File: src/rtl/core/assert_macros.svh
// ----------------------------------------------------------------------------
// assert_macros
// assertion macros for the rtl core
// ----------------------------------------------------------------------------
`ifndef ASSERT_MACROS_SVH
`define ASSERT_MACROS_SVH
`ifndef SYNTHESIS
`define ASSERT_IMPLIES(label, clk, rst, ante, cons) \
   label: assert property (@(posedge clk) disable iff (rst) (ante) |-> (cons)) \
      else $error("assertion failed");
`define ASSERT_NEXT(label, clk, rst, ante, cons) \
   label: assert property (@(posedge clk) disable iff (rst) (ante) |=> (cons)) \
      else $error("assertion failed");
`else
`define ASSERT_IMPLIES(label, clk, rst, ante, cons)
`define ASSERT_NEXT(label, clk, rst, ante, cons)
`endif
`endif

File: src/rtl/core/lpht_ram.sv
// ----------------------------------------------------------------------------
// lpht_ram
// single port synchronous ram with registered read
// ----------------------------------------------------------------------------
module lpht_ram #(
   parameter int WIDTH = 8,
   parameter int DEPTH = 16
) (
   input  logic                     clock,
   input  logic                     wr_en,
   input  logic [$clog2(DEPTH)-1:0] addr,
   input  logic [WIDTH-1:0]         wr_data,
   output logic [WIDTH-1:0]         rd_data
);
   logic [WIDTH-1:0] mem [DEPTH];

   always_ff @(posedge clock) begin
      if (wr_en) begin
         mem[addr] <= wr_data;
      end
      rd_data <= mem[addr];
   end
endmodule

File: config.mk
export PLATFORM = sky130hd
export DESIGN_NAME = lpht_ram
export DESIGN_NICKNAME = d
export VERILOG_FILES = /design/src/rtl/core/assert_macros.svh /design/src/rtl/core/lpht_ram.sv
export SDC_FILE = /design/constraint.sdc
export NUM_CORES = 1
export LEC_CHECK = 0
export BUFFER_PORTS_ARGS = -buffer_cell sky130_fd_sc_hd__buf_2
export CORE_ASPECT_RATIO = 1.5
export CORE_UTILIZATION = 30
export CTS_CLUSTER_SIZE = 16
export DETAILED_ROUTE_END_ITERATION = 16
export GPL_ROUTABILITY_DRIVEN = 0
export GPL_TIMING_DRIVEN = 0
export SETUP_SLACK_MARGIN = 0.02
export SLEW_MARGIN = 10
export SYNTH_ARGS = -nofsm -noshare
export SYNTH_HDL_FRONTEND = slang
export SYNTH_SLANG_ARGS = --single-unit
File: constraint.sdc
create_clock -name clock -period 1.9 [get_ports clock]
set_input_delay 0.38 -clock clock [delete_from_list [all_inputs] [get_ports clock]]
set_output_delay 0.38 -clock clock [all_outputs]
set_load 0.005 [all_outputs]
==> out/metrics.cfg, run 1 <==
[run_status]
outcome = complete, no violations

[worst_setup_path]
critPathArrivalTime_ns = 1.80
start_kind = input port
r2r-start = mem[10][1]
path_class = in2reg
startpoint = addr[0]
cp.required_ns = 1.93
worst-r2r-setup-slack_ns = 0.45
critPathCaptureType = flip-flop
crit_fanout = 10

[pwr]
p_leak_uw = 0.00193
power_density_nw_per_um2 = 1160
pwr-share-comb_pct = 4.6
p_seq_share_pct = 48.1
irDropWorstVdd_uv = 481
sw_frac_of_total_pct = 19.1
pwr-share-clk_pct = 47.3
netSwitchingPower_uw = 1340
power.internal_uw = 5670

[grt]
grt_pass1_wl_um = 15700
first_global_vias = 2588
antenna_found_initial = 0
grt_max_degree = 17
grt-ovfl-total = 0
gr-usage-all-layers_pct = 13.1

[cells_and_area]
layout_commonest_cell = edfxtp_1
area_growth_pct = 19.5
fin_util_pct = 37.1
diodes = 0
layout_common_cells = edfxtp_1, mux4_2, buf_2
nets = 281
layout-drive-gt1-share_pct = 33.6

[logic_synthesis]
synth.yosys.seq_area_share_pct = 79.0
yosys.cell_types.count = 18
synth_seq_cells = 136
yosysWarnings = 0
syn_nets = 244
synthCells = 230
avgSynthCellArea_um2 = 22.0
synthesis.area_um2 = 5070

[sta]
finalHoldWorstSlack_ns = 0.376
fin_crit_sh_pct = 93.1
relSlewSlack_pct = 48.0
setup_violations = 0
maxSlewViolCount = 0
fin_crit_ns = 1.77
skew_ns = 0.00584
grt_setup_unrepaired = yes
tightest_slew_ns = 0.778
fmax_ghz = 0.565
finalHoldViolCount = 0

[hold_path]
hold_path_class = in2reg
hold_path.startpoint = wr_data[0]

[routing]
route.detailed.drc = 0
drt_wl_total_um = 10200
viasPerCell = 4.87
num_vias = 2368
ant_nets = 0
avgRoutedWirePerCell_um = 20.9
drtPass1Iterations = 5
drtIter0Drc = 218

[die]
die_width_um = 108
die_h_um = 161
fp-row-count = 57
dieArea_um2 = 17400
io_pins = 22
initial_core_util_pct = 31.0
core_um2 = 16300

[clock_network]
cts_tree = done
htreeDepth = 4
root_buffer = clkbuf_16
cts.hold.buffers_added = 0
cts_buffer_depth = 2
cts_inserted_buffers = 17
cts_resized = 3
clock_latency_ns = 0.40
postCtsSetupBuffers = 0
cts_sinks = 136
cts.reportedPaths.clkPinSlew_ns = 0.05

[place]
dp_hpwl_um = 6660
portBuffers = 19

[job]
cap_violations = 0

-- final timing paths --
path | endpoint | cells after the start
max | mem[5][5] | 3
min | mem[13][0] | 1
max reg2reg | rd_data[1] | 3
min reg2reg | rd_data[0] | 3
-- through the flow --
stage	setup WS (ns)	power (µW)	instances	cell area (µm²)	setup TNS [ns]
floorplan	0.0270	3610	230	5070	0
global placement	-0.573	3740	455	5420	-54.27
detailed placement	-0.598	3760	455	5430	-52.04
CTS	-0.112	7050	487	6030	-4.20
global route	-0.0111	7220	486	6060	-0.0812
finish	0.131	7010	486	6060	0
-- cells by family after synthesis --
group | count (synthesis) | synth area share [%]
AOI/OAI and AO/OA | 16 | 2.37
and+or+nand+nor | 35 | 3.21
buffers and inverters | 11 | 1.19
DFF | 136 | 79.0
muxes | 32 | 14.2
-- critical path: stages --
cell and delay [ns]:
buf_1 0.48, nand2b_1 0.27, nor2_1 0.66
-- state kept, by name, indices dropped and copies added (netlist names) --
signal	count
rd_data	8
mem	128
-- final cells by class --
type                    instances  area [µm²]
well taps                     206         258
plain buffers                  10        56.3
multi-input cells              83        1050
clock buffers                  23         448
clock inverters                 9         149
fillers                      1434       10300
flip-flops and latches        136        4000
repair buffers                 19        95.1
-- layer usage --
metal / share of wire, % / global-route usage (%) / vias up
met5: 0 / 0 / -
met4: 1.3 / 5.42 / 0
met3: 6.1 / 3.51 / 13
met2: 54 / 22.1 / 96
met1: 38 / 15.7 / 1225
li1: - / - / 1034
-- Yosys cell counts --
cell type,n,area share (%)
clkbuf_1,2,0.15
a22oi_1,16,2.4
buf_2,2,0.20
nand2_1,9,0.67
nor3_1,4,0.40
or3b_2,1,0.17
nor2b_1,2,0.25
and2_1,1,0.12
nor2_1,13,0.96
buf_6,2,0.44
edfxtp_1,128,76
nand3_1,1,0.099
nand2b_1,2,0.25
dfxtp_1,8,3.2
clkbuf_2,1,0.099
nand3b_1,2,0.30
mux4_2,32,14
buf_1,4,0.30
-- power by group through the flow --
| stage | clock, µW | combinational [µW] | sequential, µW |
|---|---|---|---|
| detailed placement | 0 | 321 | 3430 |
| global placement | 0 | 313 | 3430 |
| CTS | 3360 | 324 | 3370 |
| finish | 3320 | 321 | 3370 |
| floorplan | 0 | 173 | 3430 |
| global route | 3490 | 350 | 3380 |
Power figures use the tool's default switching activity.
==> run 2, diff against run 1 <==
clock period = 1.48 ns   (was 1.9 ns; I/O delays follow)
==> out/metrics.cfg, run 2 (synthesis results as in run 1) <==
[run_status]
outcome = complete, no violations  ; unchanged

[routing]
viasPerCell = 4.82  ; was 4.87
route.detailed.drc = 0  ; unchanged
drt_wl_total_um = 10100  ; was 10200 µm
avgRoutedWirePerCell_um = 20.8  ; was 20.9 µm
ant_nets = 0  ; unchanged
num_vias = 2354  ; was 2368
drtPass1Iterations = 4  ; was 5
drtIter0Drc = 164  ; was 218

[clock_network]
root_buffer = clkbuf_16  ; unchanged
htreeDepth = 4  ; unchanged
cts_buffer_depth = 2  ; unchanged
cts.reportedPaths.clkPinSlew_ns = 0.06  ; was 0.05 ns
cts_sinks = 136  ; unchanged
clock_latency_ns = 0.41  ; was 0.40 ns
cts_tree = done  ; unchanged
cts_inserted_buffers = 17  ; unchanged

[die]
die_width_um = 108  ; unchanged
io_pins = 22  ; unchanged
die_h_um = 161  ; unchanged
initial_core_util_pct = 31.0  ; unchanged
fp-row-count = 57  ; unchanged
core_um2 = 16300  ; unchanged
dieArea_um2 = 17400  ; unchanged

[sta]
grt_setup_unrepaired = no  ; was yes
relSlewSlack_pct = 55.5  ; was 48.0%
finalHoldViolCount = 0  ; unchanged
fin_ws_ns = 0.0243  ; was 0.131 ns
skew_ns = 0.00900  ; was 0.00584 ns
setup_violations = 0  ; unchanged
fmax_ghz = 0.687
fin_crit_ns = 1.46
fin_crit_sh_pct = 98.4
maxSlewViolCount = 0  ; unchanged
tightest_slew_ns = 0.668  ; was 0.778 ns

[cells_and_area]
fin_area_um2 = 6140  ; was 6060 µm²
regMostFlops = mem  ; unchanged
layout_common_cells = edfxtp_1, mux4_2, buf_2  ; unchanged
seqCellArea_um2 = 4000  ; unchanged
multi_input_area_um2 = 1150  ; was 1050 µm²
top_regs = mem x128, rd_data x8  ; unchanged
area_growth_pct = 21.2  ; was 19.5%
layout_commonest_cell = edfxtp_1  ; unchanged
layout-drive-gt1-share_pct = 38.3  ; was 33.6%
fill_cells = 1465  ; was 1434
largest_reg_flops = 128  ; unchanged
nets = 283  ; was 281
layout.cells.non_filler = 488  ; was 486
diodes = 0  ; unchanged

[grt]
grt_use_met3_pct = 3.55  ; was 3.51%
first_global_vias = 2465  ; was 2588
gr-usage-all-layers_pct = 12.9  ; was 13.1%
gr-usage-met2_pct = 22.7  ; was 22.1%
busiest_layer = met2  ; unchanged
grt_max_degree = 17  ; unchanged
grt_pass1_wl_um = 15300  ; was 15700 µm
grt-ovfl-total = 0  ; unchanged
met1_usage_pct = 15.1  ; was 15.7%
antenna_found_initial = 0  ; unchanged

[pwr]
irDropWorstVdd_uv = 661  ; was 481 µV
power_density_nw_per_um2 = 1400  ; was 1160 nW/µm²
p_leak_uw = 0.00194  ; was 0.00193 µW

[hold_path]
hold_path.startpoint = wr_data[6]  ; was wr_data[0]
hold_end = mem[14][6]  ; was mem[13][0]
hold_path_class = in2reg  ; unchanged
hold_depth = 1  ; unchanged

[place]
placed_cells = 455  ; unchanged
post-place-ws_ns = -0.509  ; was -0.598 ns
dpl_cell_area_um2 = 5530  ; was 5430 µm²
portBuffers = 19  ; unchanged
dp_hpwl_um = 6630  ; was 6660 µm

[job]
cap_violations = 0  ; unchanged

[worst_setup_path]
critPathArrivalTime_ns = 1.72  ; was 1.80 ns
worstReg2RegEnd = rd_data[3]  ; was rd_data[1]
worst-r2r-setup-slack_ns = 0.02  ; was 0.45 ns
crit_fanout = 1  ; was 10
cp.required_ns = 1.75  ; was 1.93 ns
start_kind = flip-flop  ; was input port
r2r-start = mem[11][3]  ; was mem[10][1]
path_class = reg2reg  ; was in2reg
rr_worst_depth = 3  ; unchanged
critPathCaptureType = flip-flop  ; unchanged

## run 2: critical path, cell delays in order, from the launching register on
cell and delay [ns]:
edfxtp_1 0.36, mux4_2 0.50, a22oi_1 0.35, nand2_1 0.10
## run 2: routing by layer
| layer | up-vias | wire, µm |
|---|---|---|
| met4 | 0 | 101 |
| met2 | 75 | 5580 |
| met5 | - | 0 |
| met1 | 1227 | 3830 |
| li1 | 1044 | - |
| met3 | 8 | 611 |
## run 2: area by class of cell
type	count	share of cell area, %
Tap cell	206	4.20
Timing Repair Buffer	20	1.87
Buffer	11	1.08
Clock buffer	24	7.68
Multi-Input combinational cell	83	18.7
Clock inverter	8	1.20
Sequential cell	136	65.2
## run 2: per-stage QoR
stage | total power [µW] | hold slack [ns] | TNS, ns | util [%]
after floorplan | 4650 | 0.395 | -2.27 | -
after global placement | 4820 | 0.673 | -40.56 | 33.8
after detailed placement | 4840 | 0.675 | -44.86 | 33.8
after CTS | 8670 | 0.295 | 0 | 37.3
after global routing | 8850 | 0.295 | 0 | 37.6
final | 8600 | 0.307 | 0 | 37.6
## run 2: timing repair
item / CTS / global route
buffers inserted: 0 / 1
gates resized for setup: 4 / 7
gates cloned: 0 / 0
hold buffers: 0 / 0
pin swaps: 0 / 1
endpoints found under the setup margin: 32 / 35
## run 2: worst max-delay path by stage
stage                          start         end
after floorplan              addr[2]   mem[0][0]
after global placement       addr[2]   mem[0][2]
after detailed placement     addr[2]   mem[0][2]
after CTS                    addr[2]   mem[8][2]
after global routing       mem[8][1]  rd_data[1]
final                     mem[11][3]  rd_data[3]
## run 2: power by group
part	switching (µW)	internal, µW
clock	1440	2390
sequential	20.1	4310
combinational	270	173
total	1730	6870
==> run 3, diff against run 2 <==
RECOVER_POWER = 100   (was unset)
==> out/metrics.cfg, run 3 (synthesis results as in run 1) <==
[pwr]
power.internal_uw = 6860  ; was 6870 µW
pwr-share-clk_pct = 44.6  ; was 44.5%
pwr-share-comb_pct = 5.1  ; about the same
power_density_nw_per_um2 = 1400  ; about the same
p_total_uw = 8600  ; about the same
sw_frac_of_total_pct = 20.2  ; was 20.1%
p_seq_share_pct = 50.3  ; about the same
p_leak_uw = 0.00191  ; was 0.00194 µW
irDropWorstVdd_uv = 661  ; about the same
netSwitchingPower_uw = 1740  ; was 1730 µW

[sta]
tightest_slew_ns = 0.796  ; was 0.668 ns
maxSlewViolCount = 0  ; unchanged
skew_ns = 0.00866  ; was 0.00900 ns
setup_violations = 0  ; unchanged
fmax_ghz = 0.700  ; was 0.687 GHz
finalHoldViolCount = 0  ; unchanged
fin_crit_sh_pct = 96.6  ; was 98.4%
fin_crit_ns = 1.43  ; was 1.46 ns
grt_setup_unrepaired = no  ; unchanged
relSlewSlack_pct = 46.9  ; was 55.5%

[job]
cap_violations = 0  ; unchanged

[grt]
first_global_vias = 2465  ; unchanged
grt_pass1_wl_um = 15300  ; unchanged
grt-ovfl-total = 0  ; unchanged
grt_max_degree = 17  ; unchanged
antenna_found_initial = 0  ; unchanged
gr-usage-all-layers_pct = 12.9  ; unchanged

[worst_setup_path]
path_cells = mux4_2 > a22oi_1 > nand2_1  ; unchanged
crit_fanout = 1  ; unchanged
critPathArrivalTime_ns = 1.70  ; was 1.72 ns
cp_slowest_stage_delay_ns = 0.50  ; about the same
cp.required_ns = 1.75  ; about the same
critPathSlowestCell = mux4_2  ; unchanged
crit_buf_inv = 0  ; unchanged
path_class = reg2reg  ; unchanged
start_kind = flip-flop  ; unchanged
critPathCaptureType = flip-flop  ; unchanged
cp_top_family = multiplexers  ; unchanged

[routing]
num_vias = 2331  ; was 2354
route.detailed.drc = 0  ; unchanged
drt_wl_total_um = 10200  ; was 10100 µm
viasPerCell = 4.78  ; was 4.82
avgRoutedWirePerCell_um = 20.8  ; about the same
drtIter0Drc = 169  ; was 164
ant_nets = 0  ; unchanged
drtPass1Iterations = 4  ; unchanged

[cells_and_area]
area_growth_pct = 20.9  ; was 21.2%
layout-drive-gt1-share_pct = 34.4  ; was 38.3%
layout_commonest_cell = edfxtp_1  ; unchanged
layout_common_cells = edfxtp_1, mux4_2, clkbuf_1, clkbuf_16, a22oi_1  ; was edfxtp_1, mux4_2, buf_2
fill_cells = 1466  ; was 1465
fin_area_um2 = 6130  ; was 6140 µm²
nets = 283  ; unchanged
diodes = 0  ; unchanged
largest_reg_flops = 128  ; unchanged
top_regs = mem x128, rd_data x8  ; unchanged
regMostFlops = mem  ; unchanged
layout.cells.non_filler = 488  ; unchanged
seqCellArea_um2 = 4000  ; unchanged
multi_input_area_um2 = 1150  ; unchanged

[clock_network]
cts.hold.buffers_added = 0  ; unchanged
cts_buffer_depth = 2  ; unchanged
htreeDepth = 4  ; unchanged
cts_sinks = 136  ; unchanged
cts_tree = done  ; unchanged
root_buffer = clkbuf_16  ; unchanged
clock_latency_ns = 0.41  ; about the same
cts.reportedPaths.clkPinSlew_ns = 0.06  ; about the same
cts_inserted_buffers = 17  ; unchanged

[die]
fp-row-count = 57  ; unchanged
initial_core_util_pct = 31.0  ; unchanged
io_pins = 22  ; unchanged
core_um2 = 16300  ; unchanged
die_h_um = 161  ; unchanged
dieArea_um2 = 17400  ; unchanged
die_width_um = 108  ; unchanged

[place]
portBuffers = 19  ; unchanged
placed_cells = 455  ; unchanged
dpl_cell_area_um2 = 5530  ; unchanged
dp_hpwl_um = 6630  ; unchanged

[run_status]
outcome = complete, no violations  ; unchanged

[hold_path]
hold_path_class = in2reg  ; unchanged

run 3: cell types whose count changed in the layout (fill, tap and decap cells not counted):
cell	change
clkbuf_1	+11
clkbuf_2	+3
buf_2	-14
run 3: repair_timing:
action | CTS | global route
buffers inserted | 0 | 1
gates cloned | 0 | 0
pin swaps | 0 | 1
gates resized for setup | 4 | 7
endpoints found under the setup margin | 32 | 35
run 3: path summary, 6_finish.rpt:
path / from / end / slack, ns / cells after the start
max: mem[11][3] / rd_data[3] / 0.05 / 3
min: addr[0] / rd_data[7] / 0.47 / 4
max reg2reg: mem[11][3] / rd_data[3] / 0.05 / 3
min reg2reg: mem[7][2] / rd_data[2] / 0.70 / 3
run 3: area by class of cell:
class	instances	share of cell area (%)
Buffer	11	1.08
Clock inverter	8	1.21
Clock buffer	24	7.70
Timing Repair Buffer	20	1.65
Tap cell	206	4.21
Sequential cell	136	65.4
Multi-Input combinational cell	83	18.8
run 3: worst min-delay path: stages:
cell and delay (ns):
buf_6 0.16, mux4_2 0.24, a22oi_1 0.08, nand2_1 0.06
run 3: power by group through the flow:
| stage | registers, µW | logic (µW) | clock network (µW) |
|---|---|---|---|
| 3_5_place_dp | 4410 | 437 | 0 |
| 3_3_place_gp | 4400 | 423 | 0 |
| 4_1_cts | 4330 | 443 | 3890 |
| 5_1_grt | 4340 | 471 | 4040 |
| 6_report | 4330 | 435 | 3840 |
| 2_1_floorplan | 4410 | 244 | 0 |
run 3: stage by stage:
stage / setup slack [ns] / TNS (ns) / hold slack [ns] / utilization [%]
2_1_floorplan: -0.0942 / -2.27 / 0.395 / -
3_3_place_gp: -0.503 / -40.56 / 0.673 / 33.8
3_5_place_dp: -0.509 / -44.86 / 0.675 / 33.8
4_1_cts: 0.0346 / 0 / 0.295 / 37.3
5_1_grt: 0.0130 / 0 / 0.498 / 37.5
6_report: 0.0508 / 0 / 0.473 / 37.5
run 3: per-layer routing:
layer / vias up / track usage (%) / wire length (µm)
li1: 1044 / - / -
met1: 1211 / 15.1 / 3860
met2: 71 / 22.7 / 5640
met3: 5 / 3.55 / 570
met4: 0 / 3.74 / 85
met5: - / 0 / 0
